### config.mk
export PLATFORM = sky130hd
export DESIGN_NAME = id3v2_text_frame_extractor
export DESIGN_NICKNAME = d
export VERILOG_FILES = /design/src/id3tfe_pkg.sv /design/src/id3tfe_front.sv /design/src/id3tfe_queue.sv /design/src/id3tfe_back.sv /design/src/id3v2_text_frame_extractor.sv
export SDC_FILE = /design/constraint.sdc
export NUM_CORES = 1
export LEC_CHECK = 0
export ABC_AREA = 1
export BUFFER_PORTS_ARGS = -buffer_cell sky130_fd_sc_hd__buf_4
export CORE_MARGIN = 2
export CORE_UTILIZATION = 30
export DETAILED_ROUTE_END_ITERATION = 10
export PLACE_DENSITY = 0.42
export SLEW_MARGIN = 20
export SYNTH_ARGS = -nofsm -noshare
export SYNTH_HDL_FRONTEND = slang
export SYNTH_SLANG_ARGS = --single-unit
### constraint.sdc
create_clock -name clk -period 5.65 [get_ports clk]
set_input_delay 0.565 -clock clk [delete_from_list [all_inputs] [get_ports clk]]
set_output_delay 0.565 -clock clk [all_outputs]
set_load 0.1 [all_outputs]
### src/id3tfe_pkg.sv
// Shared types, constants and helpers for the ID3v2 text frame extractor.
// Used by every module in src; depends on nothing else.
package id3tfe_pkg;

  localparam int TEXT_BUFFER_MAX = 256;
  localparam int MAX_TEXT_FRAME = 512;
  localparam int Q_DEPTH = 4;
  localparam int Q_AW = $clog2(Q_DEPTH);

  localparam logic [0:0] REG_TITLE_SIZE = 1'b0;
  localparam logic [0:0] REG_ARTIST_SIZE = 1'b1;
  localparam logic [8:0] BUF_SIZE_RESET = 9'd256;

  localparam logic [7:0] MAGIC_0 = 8'h49;
  localparam logic [7:0] MAGIC_1 = 8'h44;
  localparam logic [7:0] MAGIC_2 = 8'h33;
  localparam logic [7:0] MIN_VERSION = 8'h03;
  localparam logic [7:0] SYNCSAFE_VERSION = 8'h04;
  localparam logic [31:0] ID_TIT2 = 32'h5449_5432;
  localparam logic [31:0] ID_TPE1 = 32'h5450_4531;
  localparam logic [7:0] FLAG_MASK = 8'h0C;
  localparam logic [7:0] ENC_UTF16_BOM = 8'h01;
  localparam logic [7:0] ENC_UTF16_BE = 8'h02;
  localparam logic [7:0] BOM_BE = 8'hFE;
  localparam logic [7:0] BOM_LE = 8'hFF;
  localparam logic [7:0] CHAR_SPACE = 8'h20;
  localparam logic [7:0] CHAR_DEL = 8'h7F;
  localparam logic [7:0] PAD_BYTE = 8'h00;

  typedef enum logic [2:0] {
    PH_TAG_HDR,
    PH_FRAME_HDR,
    PH_PAYLOAD,
    PH_SKIP,
    PH_IDLE
  } phase_t;

  typedef struct packed {
    logic       which;
    logic       start;
    logic       cand;
    logic [7:0] code;
    logic       last;
  } rec_t;

  typedef struct packed {
    logic full;
    logic empty;
  } qstat_t;

  function automatic logic [8:0] eff_size(input logic [8:0] r);
    logic [12:0] v;
    v = 13'(r);
    if (v > 13'(TEXT_BUFFER_MAX)) v = 13'(TEXT_BUFFER_MAX);
    if (v > 13'd256) v = 13'd256;
    return v[8:0];
  endfunction

endpackage

### src/id3tfe_front.sv
// Front end: tag and frame header parser that classifies payload bytes.
// Depends on id3tfe_pkg; pushes one record per relevant byte into the queue.
module id3tfe_front #(
  parameter int MAX_TEXT_FRAME = id3tfe_pkg::MAX_TEXT_FRAME
) (
  input  logic                clk,
  input  logic                rst,
  input  logic                accept,
  input  logic [7:0]          data_byte,
  input  logic                start_of_file,
  input  logic [8:0]          title_size,
  input  logic [8:0]          artist_size,
  output logic                push,
  output id3tfe_pkg::rec_t    rec
);

  localparam int IW = (MAX_TEXT_FRAME > 2) ? $clog2(MAX_TEXT_FRAME) : 1;

  id3tfe_pkg::phase_t phase, phase_next;
  logic [3:0]  hcount, hcount_next;
  logic        is_v4, is_v4_next;
  logic [27:0] tag_size, tag_size_next;
  logic [32:0] tag_pos, tag_pos_next;
  logic [31:0] frame_id, frame_id_next;
  logic [31:0] size_raw, size_raw_next;
  logic [31:0] remaining, remaining_next;
  logic        which, which_next;
  logic [7:0]  encoding, encoding_next;
  logic [IW-1:0] pidx, pidx_next;
  logic        take2, take2_next;
  logic [7:0]  pending, pending_next;

  id3tfe_pkg::phase_t ph_cur;
  logic [3:0]  n;
  logic [27:0] tsize_cur;
  logic [27:0] tsize_new;
  logic        bad_hdr;
  logic [31:0] fsz;
  logic [32:0] pos_plus;
  logic        frame_ok;
  logic        more;
  logic        utf16;
  logic [7:0]  cchar;

  always_ff @(posedge clk) begin
    if (rst) begin
      phase <= id3tfe_pkg::PH_TAG_HDR;
    end else begin
      phase <= phase_next;
    end
  end

  always_ff @(posedge clk) begin
    if (rst) begin
      hcount   <= '0;
      is_v4    <= 1'b0;
      tag_size <= '0;
      tag_pos  <= '0;
      remaining <= '0;
      which    <= 1'b0;
      encoding <= '0;
      pidx     <= '0;
      take2    <= 1'b0;
      pending  <= '0;
    end else begin
      hcount   <= hcount_next;
      is_v4    <= is_v4_next;
      tag_size <= tag_size_next;
      tag_pos  <= tag_pos_next;
      remaining <= remaining_next;
      which    <= which_next;
      encoding <= encoding_next;
      pidx     <= pidx_next;
      take2    <= take2_next;
      pending  <= pending_next;
    end
    frame_id <= frame_id_next;
    size_raw <= size_raw_next;
  end

  always_comb begin
    ph_cur    = start_of_file ? id3tfe_pkg::PH_TAG_HDR : phase;
    n         = start_of_file ? 4'd0 : hcount;
    tsize_cur = start_of_file ? 28'd0 : tag_size;
    tsize_new = {tsize_cur[20:0], data_byte[6:0]};
    bad_hdr   = (n == 4'd0 && data_byte != id3tfe_pkg::MAGIC_0) ||
                (n == 4'd1 && data_byte != id3tfe_pkg::MAGIC_1) ||
                (n == 4'd2 && data_byte != id3tfe_pkg::MAGIC_2) ||
                (n == 4'd3 && data_byte < id3tfe_pkg::MIN_VERSION);
    fsz       = is_v4 ? {4'd0, size_raw[30:24], size_raw[22:16], size_raw[14:8],
                         size_raw[6:0]} : size_raw;
    pos_plus  = tag_pos + 33'd10 + 33'(fsz);
    frame_ok  = ((data_byte & id3tfe_pkg::FLAG_MASK) == 8'd0) && (fsz != 32'd0) &&
                (fsz < 32'(MAX_TEXT_FRAME));
    more      = (tag_pos + 33'd10) < 33'(tag_size);
    utf16     = (encoding == id3tfe_pkg::ENC_UTF16_BOM) ||
                (encoding == id3tfe_pkg::ENC_UTF16_BE);
    cchar     = take2 ? data_byte : pending;

    phase_next     = phase;
    hcount_next    = hcount;
    is_v4_next     = is_v4;
    tag_size_next  = tag_size;
    tag_pos_next   = tag_pos;
    frame_id_next  = frame_id;
    size_raw_next  = size_raw;
    remaining_next = remaining;
    which_next     = which;
    encoding_next  = encoding;
    pidx_next      = pidx;
    take2_next     = take2;
    pending_next   = pending;
    push           = 1'b0;
    rec            = '0;
    rec.which      = which;
    rec.code       = data_byte;

    if (accept) begin
      phase_next    = ph_cur;
      hcount_next   = n;
      tag_size_next = tsize_cur;
      case (ph_cur)
        id3tfe_pkg::PH_TAG_HDR: begin
          if (bad_hdr) begin
            phase_next = id3tfe_pkg::PH_IDLE;
          end else begin
            if (n == 4'd3) is_v4_next = (data_byte == id3tfe_pkg::SYNCSAFE_VERSION);
            if (n >= 4'd6) tag_size_next = tsize_new;
            hcount_next = n + 4'd1;
            if (n == 4'd9) begin
              tag_pos_next = '0;
              hcount_next  = '0;
              phase_next   = (tsize_new > 28'd10) ? id3tfe_pkg::PH_FRAME_HDR :
                                                     id3tfe_pkg::PH_IDLE;
            end
          end
        end
        id3tfe_pkg::PH_FRAME_HDR: begin
          if (n == 4'd0 && data_byte == id3tfe_pkg::PAD_BYTE) begin
            phase_next = id3tfe_pkg::PH_IDLE;
          end else begin
            if (n < 4'd4) frame_id_next = {frame_id[23:0], data_byte};
            if (n >= 4'd4 && n < 4'd8) size_raw_next = {size_raw[23:0], data_byte};
            hcount_next = n + 4'd1;
            if (n == 4'd9) begin
              hcount_next    = '0;
              tag_pos_next   = pos_plus;
              remaining_next = fsz;
              if (frame_ok && frame_id == id3tfe_pkg::ID_TIT2 &&
                  id3tfe_pkg::eff_size(title_size) != 9'd0) begin
                which_next = 1'b0;
                phase_next = id3tfe_pkg::PH_PAYLOAD;
              end else if (frame_ok && frame_id == id3tfe_pkg::ID_TPE1 &&
                           id3tfe_pkg::eff_size(artist_size) != 9'd0) begin
                which_next = 1'b1;
                phase_next = id3tfe_pkg::PH_PAYLOAD;
              end else if (fsz != 32'd0) begin
                phase_next = id3tfe_pkg::PH_SKIP;
              end else begin
                phase_next = ((tag_pos + 33'd20) < 33'(tag_size)) ?
                             id3tfe_pkg::PH_FRAME_HDR : id3tfe_pkg::PH_IDLE;
              end
              pidx_next     = '0;
              take2_next    = 1'b0;
              pending_next  = '0;
              encoding_next = '0;
            end
          end
        end
        id3tfe_pkg::PH_PAYLOAD: begin
          pidx_next      = pidx + IW'(1);
          remaining_next = remaining - 32'd1;
          rec.last       = (remaining == 32'd1);
          if (pidx == '0) begin
            encoding_next = data_byte;
            rec.start     = 1'b1;
          end else if (utf16) begin
            if (pidx == IW'(1)) begin
              pending_next = data_byte;
              take2_next   = (data_byte == id3tfe_pkg::BOM_BE) ||
                             (data_byte != id3tfe_pkg::BOM_LE &&
                              encoding == id3tfe_pkg::ENC_UTF16_BE);
            end else if (pidx == IW'(2) && (pending == id3tfe_pkg::BOM_LE ||
                                             pending == id3tfe_pkg::BOM_BE)) begin
              rec.cand = 1'b0;
            end else if (!pidx[0]) begin
              rec.code = cchar;
              rec.cand = (cchar >= id3tfe_pkg::CHAR_SPACE) &&
                         (cchar < id3tfe_pkg::CHAR_DEL);
            end else begin
              pending_next = data_byte;
            end
          end else begin
            rec.cand = (data_byte >= id3tfe_pkg::CHAR_SPACE);
          end
          push = rec.start || rec.cand || rec.last;
          if (rec.last) begin
            hcount_next = '0;
            phase_next  = more ? id3tfe_pkg::PH_FRAME_HDR : id3tfe_pkg::PH_IDLE;
          end
        end
        id3tfe_pkg::PH_SKIP: begin
          remaining_next = remaining - 32'd1;
          if (remaining == 32'd1) begin
            hcount_next = '0;
            phase_next  = more ? id3tfe_pkg::PH_FRAME_HDR : id3tfe_pkg::PH_IDLE;
          end
        end
        default: begin
          phase_next = ph_cur;
        end
      endcase
    end
  end

endmodule

### src/id3tfe_queue.sv
// Short record queue between the front parser and the back emitter.
// Depends on id3tfe_pkg for the record type and depth.
module id3tfe_queue (
  input  logic                clk,
  input  logic                rst,
  input  logic                push,
  input  id3tfe_pkg::rec_t    push_rec,
  input  logic                pop,
  output id3tfe_pkg::rec_t    head,
  output id3tfe_pkg::qstat_t  stat
);

  id3tfe_pkg::rec_t mem [id3tfe_pkg::Q_DEPTH];
  logic [id3tfe_pkg::Q_AW-1:0] wptr, rptr;
  logic [id3tfe_pkg::Q_AW:0]   count;

  always_ff @(posedge clk) begin
    if (push) mem[wptr] <= push_rec;
  end

  always_ff @(posedge clk) begin
    if (rst) begin
      wptr  <= '0;
      rptr  <= '0;
      count <= '0;
    end else begin
      if (push) wptr <= wptr + 1'b1;
      if (pop) rptr <= rptr + 1'b1;
      count <= count + (id3tfe_pkg::Q_AW+1)'(push) - (id3tfe_pkg::Q_AW+1)'(pop);
    end
  end

  assign head       = mem[rptr];
  assign stat.full  = (count == (id3tfe_pkg::Q_AW+1)'(id3tfe_pkg::Q_DEPTH));
  assign stat.empty = (count == '0);

endmodule

### src/id3tfe_back.sv
// Back end: applies the buffer cap, tracks positions and trimmed length,
// and holds the result register. Depends on id3tfe_pkg.
module id3tfe_back (
  input  logic                clk,
  input  logic                rst,
  input  id3tfe_pkg::rec_t    head,
  input  id3tfe_pkg::qstat_t  stat,
  input  logic [8:0]          title_size,
  input  logic [8:0]          artist_size,
  output logic                pop,
  output logic                result_valid,
  input  logic                result_stall,
  output logic                which_text,
  output logic                has_char,
  output logic [7:0]          char_code,
  output logic [7:0]          position,
  output logic                text_end,
  output logic [7:0]          text_length
);

  logic [7:0] written, written_next;
  logic [7:0] trimmed, trimmed_next;
  logic [8:0] size;
  logic [8:0] cap;
  logic [7:0] cw_base;
  logic [7:0] tl_base;
  logic       take;
  logic       emit;

  always_comb begin
    size    = id3tfe_pkg::eff_size(head.which ? artist_size : title_size);
    cap     = (size != 9'd0) ? size - 9'd1 : 9'd0;
    cw_base = head.start ? 8'd0 : written;
    tl_base = head.start ? 8'd0 : trimmed;
    take    = head.cand && ({1'b0, cw_base} < cap);
    written_next = take ? cw_base + 8'd1 : cw_base;
    trimmed_next = (take && head.code != id3tfe_pkg::CHAR_SPACE) ? written_next : tl_base;
    emit    = take || head.last;
    pop     = !stat.empty && (!result_valid || !result_stall);
  end

  always_ff @(posedge clk) begin
    if (rst) begin
      written      <= '0;
      trimmed      <= '0;
      result_valid <= 1'b0;
    end else if (pop) begin
      written      <= written_next;
      trimmed      <= trimmed_next;
      result_valid <= emit;
    end else if (!result_stall) begin
      result_valid <= 1'b0;
    end
  end

  always_ff @(posedge clk) begin
    if (pop) begin
      which_text  <= head.which;
      has_char    <= take;
      char_code   <= take ? head.code : 8'd0;
      position    <= take ? cw_base : 8'd0;
      text_end    <= head.last;
      text_length <= head.last ? trimmed_next : 8'd0;
    end
  end

endmodule

### src/id3v2_text_frame_extractor.sv
// Top level of the ID3v2 text frame extractor: config registers, front parser,
// record queue and back emitter. Depends on id3tfe_pkg and the id3tfe_* modules.
//
//   channel  direction  handshake               payload
//   data     in         data_valid/data_stall   data_byte, start_of_file
//   result   out        result_valid/result_stall
//                       which_text, has_char, char_code, position,
//                       text_end, text_length
//   cfg      in         cfg_valid/cfg_ready     cfg_index, cfg_data
//
// One byte per clock while data_stall is low; the front parser writes each result record
// into the queue, then the back end moves the queue head into the result register.
// A four-entry record queue lets the parser keep going while a result waits;
// data_stall rises only when that queue is full.
// rst is synchronous: the parser waits for a tag header, buffer sizes return to 256.
// cfg_ready is always high.
module id3v2_text_frame_extractor #(
  parameter int MAX_TEXT_FRAME = id3tfe_pkg::MAX_TEXT_FRAME
) (
  input  logic       clk,
  input  logic       rst,
  input  logic       data_valid,
  output logic       data_stall,
  input  logic [7:0] data_byte,
  input  logic       start_of_file,
  output logic       result_valid,
  input  logic       result_stall,
  output logic       which_text,
  output logic       has_char,
  output logic [7:0] char_code,
  output logic [7:0] position,
  output logic       text_end,
  output logic [7:0] text_length,
  input  logic       cfg_valid,
  output logic       cfg_ready,
  input  logic [0:0] cfg_index,
  input  logic [8:0] cfg_data
);

  logic [8:0] title_size;
  logic [8:0] artist_size;
  logic       accept;
  logic       push;
  logic       pop;
  id3tfe_pkg::rec_t   push_rec;
  id3tfe_pkg::rec_t   head;
  id3tfe_pkg::qstat_t stat;

  assign cfg_ready  = 1'b1;
  assign data_stall = stat.full;
  assign accept     = data_valid && !data_stall;

  always_ff @(posedge clk) begin
    if (rst) begin
      title_size  <= id3tfe_pkg::BUF_SIZE_RESET;
      artist_size <= id3tfe_pkg::BUF_SIZE_RESET;
    end else if (cfg_valid && cfg_ready) begin
      case (cfg_index)
        id3tfe_pkg::REG_TITLE_SIZE:  title_size  <= cfg_data;
        id3tfe_pkg::REG_ARTIST_SIZE: artist_size <= cfg_data;
        default: title_size <= title_size;
      endcase
    end
  end

  id3tfe_front #(
    .MAX_TEXT_FRAME(MAX_TEXT_FRAME)
  ) u_front (
    .clk          (clk),
    .rst          (rst),
    .accept       (accept),
    .data_byte    (data_byte),
    .start_of_file(start_of_file),
    .title_size   (title_size),
    .artist_size  (artist_size),
    .push         (push),
    .rec          (push_rec)
  );

  id3tfe_queue u_queue (
    .clk     (clk),
    .rst     (rst),
    .push    (push),
    .push_rec(push_rec),
    .pop     (pop),
    .head    (head),
    .stat    (stat)
  );

  id3tfe_back u_back (
    .clk         (clk),
    .rst         (rst),
    .head        (head),
    .stat        (stat),
    .title_size  (title_size),
    .artist_size (artist_size),
    .pop         (pop),
    .result_valid(result_valid),
    .result_stall(result_stall),
    .which_text  (which_text),
    .has_char    (has_char),
    .char_code   (char_code),
    .position    (position),
    .text_end    (text_end),
    .text_length (text_length)
  );

  a_no_push_when_full: assert property (@(posedge clk) disable iff (rst)
    !(push && stat.full))
    else $error("record pushed into a full queue");

  a_no_pop_when_empty: assert property (@(posedge clk) disable iff (rst)
    !(pop && stat.empty))
    else $error("record popped from an empty queue");

  a_result_has_content: assert property (@(posedge clk) disable iff (rst)
    result_valid |-> (has_char || text_end))
    else $error("result carries neither a character nor an end mark");

  a_char_printable: assert property (@(posedge clk) disable iff (rst)
    (result_valid && has_char) |-> (char_code >= id3tfe_pkg::CHAR_SPACE))
    else $error("emitted character below space");

endmodule

==> reports/metrics.yaml, run 1 <==
final_layout:
  stdcell_count: 3466
  multi_input_area_um2: 9920
  final_cell_mix: "nand2_1, inv_1, nor2_1"
  fin_nets: 2725
  area_delta_synth_final_pct: 14.9
  final_layout_size_suffix_gt1_frac: 0.0882
  ff_latch_area_um2: 7620
  antennaDiodeCount: 0
  final_common_cell: "nand2_1"
  nFillCells: 6703
global_routing:
  grt.overflow.total: 0
  grt_max_degree: 58
  grt_pass1_vias: 17000
  grtUsageTotal: 0.193
  antenna_found_initial: 4
  grt_pass1_wl_um: 99100
cts:
  path_clk_slew_ns: 0.06
  cts_root_buf: "clkbuf_16"
  cts_resized: 0
  htree_levels: 2
  post-cts-setup-buffers: 0
  cts_tree: "yes"
  ctsLongestPathBuffers: 3
  worstSkewPairLatency_ns: 0.59
  clkSinkCount: 311
  numCtsBuffers: 40
  cts_hold_buf: 0
pwr:
  totalPowerFinal_uw: 8590
  peakVddDrop_mv: 0.213
  powerDensity_nw_per_um2: 393
  p_leak_uw: 0.00914
sta:
  period_share: 0.785
  slew_headroom: 0.372
  finClkSkew_ns: 0.0253
  worstMarginPinSlew_ns: 0.932
  rsz0062_at_grt: "no"
  finalSetupViolCount: 0
  fmax_mhz: 226
  finalCriticalPeriod_ns: 4.43
  finalHoldViolCount: 0
  slew_violations: 0
  holdWs_ns: 0.219
  fin_setup_tns_ns: 0
yosys:
  ys_warn_count: 0
  ys_types: 62
  syn-instance-count: 2527
  synth_edf_count: 139
  syn_area_um2: 19000
  avgSynthCellArea_um2: 7.53
  synth_flop_cell: "dfxtp_1"
  ys_seq_area_frac: 0.400
  ys_ff_latch: 311
  async_flop_share: 0
  syn_nets: 2664
place:
  routabilityCongestion: 0.930
  io_buffers: 52
  dp.cells: 3392
  dp_hpwl_um: 48600
critical_path:
  crit_arrival_ns: 4.86
  rr_worst_depth: 27
  crit_path_end: "u_back.text_length[1]"
  worstPathMaxFanout: 25
  crit_required_ns: 6.08
  critical_path_class: "register to register"
  r2r_setup_slack_ns: 1.22
  end_kind: "register"
  r2r_end: "u_back.text_length[1]"
  cp-start-kind: "register"
min_path:
  hp-class: "primary input to register"
  whs_path_depth: 3
floorplan:
  die_w_um: 256
  die_h_um: 256
  rows: 92
  die_area_um2: 65500
  start_util: 0.302
  io_pins: 54
  core_area_um2: 63000
outcome:
  status: "complete, no violations"
route:
  drc: 0
  num_vias: 17200
  ant_nets: 0
  wire_per_inst_um: 18.4
  wl_um: 63700
  drtPass1Iterations: 5
  post_drt_via_cell_ratio: 4.96
  drtIter0Drc: 1255
job:
  max_cap_violations: 0
## sequential cells by signal (all words and copies together) (netlist names), 4 cells and up, named ones only
| signal | cells |
|---|---|
| artist_size | 9 |
| title_size | 9 |
| u_back.char_code | 8 |
| u_back.position | 8 |
| u_back.text_length | 8 |
| u_back.trimmed | 8 |
| u_back.written | 8 |
| u_front.encoding | 8 |
| u_front.frame_id | 32 |
| u_front.hcount | 4 |
| u_front.pending | 8 |
| u_front.pidx | 9 |
| u_front.remaining | 32 |
| u_front.size_raw | 32 |
| u_front.tag_pos | 33 |
| u_front.tag_size | 28 |
| u_queue.mem | 48 |
## cell families (layout without fill, tap and decap cells)
family,count (synthesis),in the layout,synth area share
and+or+nand+nor,1090,1090,0.248
AOI/OAI and AO/OA,524,524,0.155
buffers and inverters,398,491,0.0798
DFF,311,311,0.400
adders and majority gates,113,113,0.0750
xor gates and xnor gates,85,85,0.0391
muxes,5,5,0.00283
other,1,1,0.000197
## through the flow
step / instance area [um2] / util / setup slack (ns)
after global routing: 21900 / 0.348 / 0.671
after CTS: 21900 / 0.348 / 1.13
after floorplan: 19000 / - / 1.25
after detailed placement: 20500 / 0.326 / 1.16
final: 21900 / 0.348 / 1.22
after global placement: 20500 / 0.326 / 1.17
## layer usage
layer	part of all wire	track usage	wire length [um]	vias to the layer above
met5	0	0	0	-
met4	0.019	0.0453	1200	0
met3	0.046	0.0298	2920	69
met2	0.47	0.320	29700	316
met1	0.47	0.263	29900	8168
li1	-	-	-	8638
## worst min path at each step
stage                                     from                    to  slack, ns
after floorplan            u_front.size_raw[7]  u_front.size_raw[15]       0.42
after global placement     u_front.frame_id[0]   u_front.frame_id[8]       0.43
after detailed placement  u_front.frame_id[23]  u_front.frame_id[31]       0.43
after CTS                          cfg_data[8]         title_size[8]       0.18
after global routing               cfg_data[8]         title_size[8]       0.21
final                              cfg_data[8]         title_size[8]       0.22
## critical path: stages, from the launching register on
cell and delay (ns):
dfxtp_1 0.34, buf_4 0.27, nand2_1 0.14, nand3_4 0.16, nand2_4 0.11, o21ai_0 0.22
nand2_1 0.08, nor2_1 0.09, nand2_1 0.05, nand2_1 0.09, inv_1 0.09, or2_2 0.31
ha_1 0.22, inv_1 0.13, a21oi_4 0.05, xor2_1 0.16, inv_1 0.06, nand2_1 0.05
ha_1 0.28, nand2_1 0.09, nor2_1 0.05, a211oi_1 0.18, nand2_1 0.09, nand2_2 0.19
nand2_4 0.23, nor2_4 0.26, nand3_1 0.14, a21oi_1 0.14
## area by class of cell
type                            instances  share of cell area
Multi-Input combinational cell       1818               0.453
Inverter                              323              0.0554
Tap cell                              846              0.0484
Clock buffer                           50              0.0507
Clock inverter                         24              0.0117
Timing Repair Buffer                   94              0.0323
Sequential cell                       311               0.348
## Yosys cell counts, drive strengths merged, types with 5 or more instances
cell / instances / area, um2
nor3b: 5 / 37.5
edfxtp: 139 / 4170
dfxtp: 172 / 3440
a21oi: 233 / 1180
nand3: 119 / 626
clkbuf: 65 / 244
o211ai: 26 / 195
nor2: 305 / 1180
nand4: 43 / 269
a31oi: 18 / 113
xnor2: 18 / 158
a32o: 8 / 80.1
buf: 10 / 62.6
xor2: 67 / 587
o21a: 6 / 45.0
a211oi: 17 / 128
or2: 26 / 163
inv: 319 / 1200
a21boi: 8 / 60.1
nor4: 28 / 175
o21ai: 172 / 861
nor3: 53 / 270
nand2: 502 / 1930
ha: 111 / 1390
a32oi: 5 / 43.8
a21o: 7 / 52.6
nand3b: 6 / 48.8
## where the power goes
part | internal (uW) | switching [uW] | leakage (uW)
sequential | 2660 | 134 | 0.00268
combinational | 831 | 2330 | 0.00580
clock | 1550 | 1080 | 0.000669
total | 5040 | 3540 | 0.00914
Note: power is estimated with default switching activity, not from simulation.
==> inputs of run 2 (changes only) <==
==> constraint.sdc (replaced) <==
create_clock -name clk -period 4.6 [get_ports clk]
set_input_delay 0.46 -clock clk [delete_from_list [all_inputs] [get_ports clk]]
set_output_delay 0.46 -clock clk [all_outputs]
set_load 0.1 [all_outputs]
==> run 2 against run 1 <==
  * Flip-flop and latch count did not move
  * Sequential share of layout area fell by 0.074 points
  * Final cell count barely moved
  * Fmax rose by 6.1%
  * Combinational power rose by 24%
  * Sequential power rose by 23%
  * Critical path depth fell by 10
  * Design area rose by 0.23%
  * Worst setup slack got worse by 0.80 ns
  * Die area did not move
  * Non-clock buffer count rose by 5
  * Register-to-register slack got worse by 0.80 ns
  * Critical path type unchanged
  * Largest power group unchanged
  * Highest routed layer unchanged
==> reports/metrics.yaml, run 2 (synthesized netlist as in run 1, its figures left out) <==
outcome:
  status: "complete, no violations"
final_layout:
  area_delta_synth_final_pct: 15.2
  nFillCells: 6745
  fin_nets: 2730
  regMostFlops: "u_queue.mem"
  final_cell_mix: "nand2_1, inv_1, nor2_1"
  antennaDiodeCount: 0
  post-route-util: 0.348
  final_layout_size_suffix_gt1_frac: 0.0900
  final_common_cell: "nand2_1"
  stdcell_count: 3468
  largest_reg_flops: 48
  reg.largest.list: "u_queue.mem (48), u_front.tag_pos (33)"
critical_path:
  r2r_end: "u_front.tag_pos[28]"
  worstPathMaxFanout: 6
  r2r_setup_slack_ns: 0.42
  cp-startpoint: "u_front.tag_pos[1]"
  critical_path_class: "register to register"
  crit_path_end: "u_front.tag_pos[28]"
  crit_required_ns: 5.01
  slowest_stage: "dfxtp_1"
  end_kind: "register"
  worstReg2RegStart: "u_front.tag_pos[1]"
  critical_path.cell_chain: "ha_1 > nor2_1 > nor2_1 > nand2_1 > nor2_2 > nand2_1 > nor2_1 > xor2_1 > ha_1 > a21o_1 > a21oi_1 > o21ai_0 > a221oi_2 > nand2_1 > or2_2 > nand3_1 > a21oi_1"
  cp-start-kind: "register"
  rr_worst_depth: 17
  max_stage_delay_ns: 0.46
  crit_arrival_ns: 4.59
global_routing:
  grt_max_degree: 59
  grt.overflow.total: 0
  grtUsageTotal: 0.189
  antenna_found_initial: 3
  grt_pass1_wl_um: 97000
  grt_pass1_vias: 16700
floorplan:
  rows: 92
  io_pins: 54
  core_area_um2: 63000
  die_w_um: 256
  die_h_um: 256
  start_util: 0.302
  die_area_um2: 65500
job:
  max_cap_violations: 0
route:
  ant_nets: 0
  drc: 0
  drtPass1Iterations: 7
  num_vias: 17100
  drtIter0Drc: 1041
  wire_per_inst_um: 18.0
  wl_um: 62500
  post_drt_via_cell_ratio: 4.93
sta:
  fmax_mhz: 239
  holdWs_ns: 0.156
  slew_violations: 0
  rsz0062_at_grt: "no"
  worstMarginPinSlew_ns: 1.07
  setup_slack_ns: 0.419
  finClkSkew_ns: 0.0376
  period_share: 0.909
  fin_setup_tns_ns: 0
  finalCriticalPeriod_ns: 4.18
  finalSetupViolCount: 0
  finalHoldViolCount: 0
  slew_headroom: 0.290
min_path:
  hp-class: "primary input to register"
pwr:
  powerDensity_nw_per_um2: 481
  p_leak_uw: 0.00915
  peakVddDrop_mv: 0.257
cts:
  worstSkewPairLatency_ns: 0.57
  htree_levels: 2
  cts_root_buf: "clkbuf_16"
  ctsLongestPathBuffers: 3
  cts_tree: "yes"
  numCtsBuffers: 40
  path_clk_slew_ns: 0.06
  cts_hold_buf: 0
  clkSinkCount: 311
place:
  routabilityCongestion: 0.896
  dp.cells: 3396
  dpl_worst_slack_ns: 0.170
  io_buffers: 52
  dp_hpwl_um: 47800
## run 2: repair_timing
| item | 4_1_cts | 5_1_grt |
|---|---|---|
| buffers inserted | 0 | 1 |
| setup endpoints to repair | 0 | 22 |
| resized for setup | 0 | 6 |
## run 2: critical path, delay by kind of cell, from the launching register on
| kind | cells | cell delay (ns) |
|---|---|---|
| and+or+nand+nor | 9 | 1.57 |
| adders and majority gates | 2 | 0.60 |
| AOI/OAI and AO/OA | 5 | 0.97 |
| DFF | 1 | 0.46 |
| xor gates and xnor gates | 1 | 0.43 |
## run 2: final cells by class
cell class,instances,area [um2],area share
clock buffers,48,1070,0.0489
clock inverters,23,262,0.0119
inverters,323,1210,0.0553
multi-input cells,1818,9950,0.454
flip-flops and latches,311,7620,0.347
well taps,846,1060,0.0483
repair buffers,99,756,0.0345
## run 2: worst min-delay path by stage
stage	from	endpoint	depth (start not counted)	slack [ns]
6_report	cfg_data[8]	title_size[8]	3	0.16
3_5_place_dp	u_front.size_raw[15]	u_front.size_raw[23]	0	0.44
5_1_grt	cfg_data[7]	title_size[7]	3	0.14
3_3_place_gp	u_front.frame_id[21]	u_front.frame_id[29]	0	0.43
2_1_floorplan	u_front.size_raw[7]	u_front.size_raw[15]	0	0.42
4_1_cts	cfg_data[8]	title_size[8]	3	0.12
## run 2: report_power, final
| group | internal (uW) | total, uW | switching, uW |
|---|---|---|---|
| clock | 1900 | 3210 | 1310 |
| combinational | 1050 | 3910 | 2860 |
| sequential | 3270 | 3440 | 163 |
## run 2: layer usage
metal	track usage	wire [um]	vias to the layer above
met1	0.254	29200	8019
met5	0	0	-
met2	0.317	29000	334
met3	0.0270	2630	93
met4	0.0528	1680	0
li1	-	-	8653
## run 2: stage by stage
stage	instance area [um2]	power (uW)
6_report	21900	10600
5_1_grt	21900	11300
4_1_cts	21900	10700
3_5_place_dp	20500	7380
3_3_place_gp	20500	7370
2_1_floorplan	19000	6460
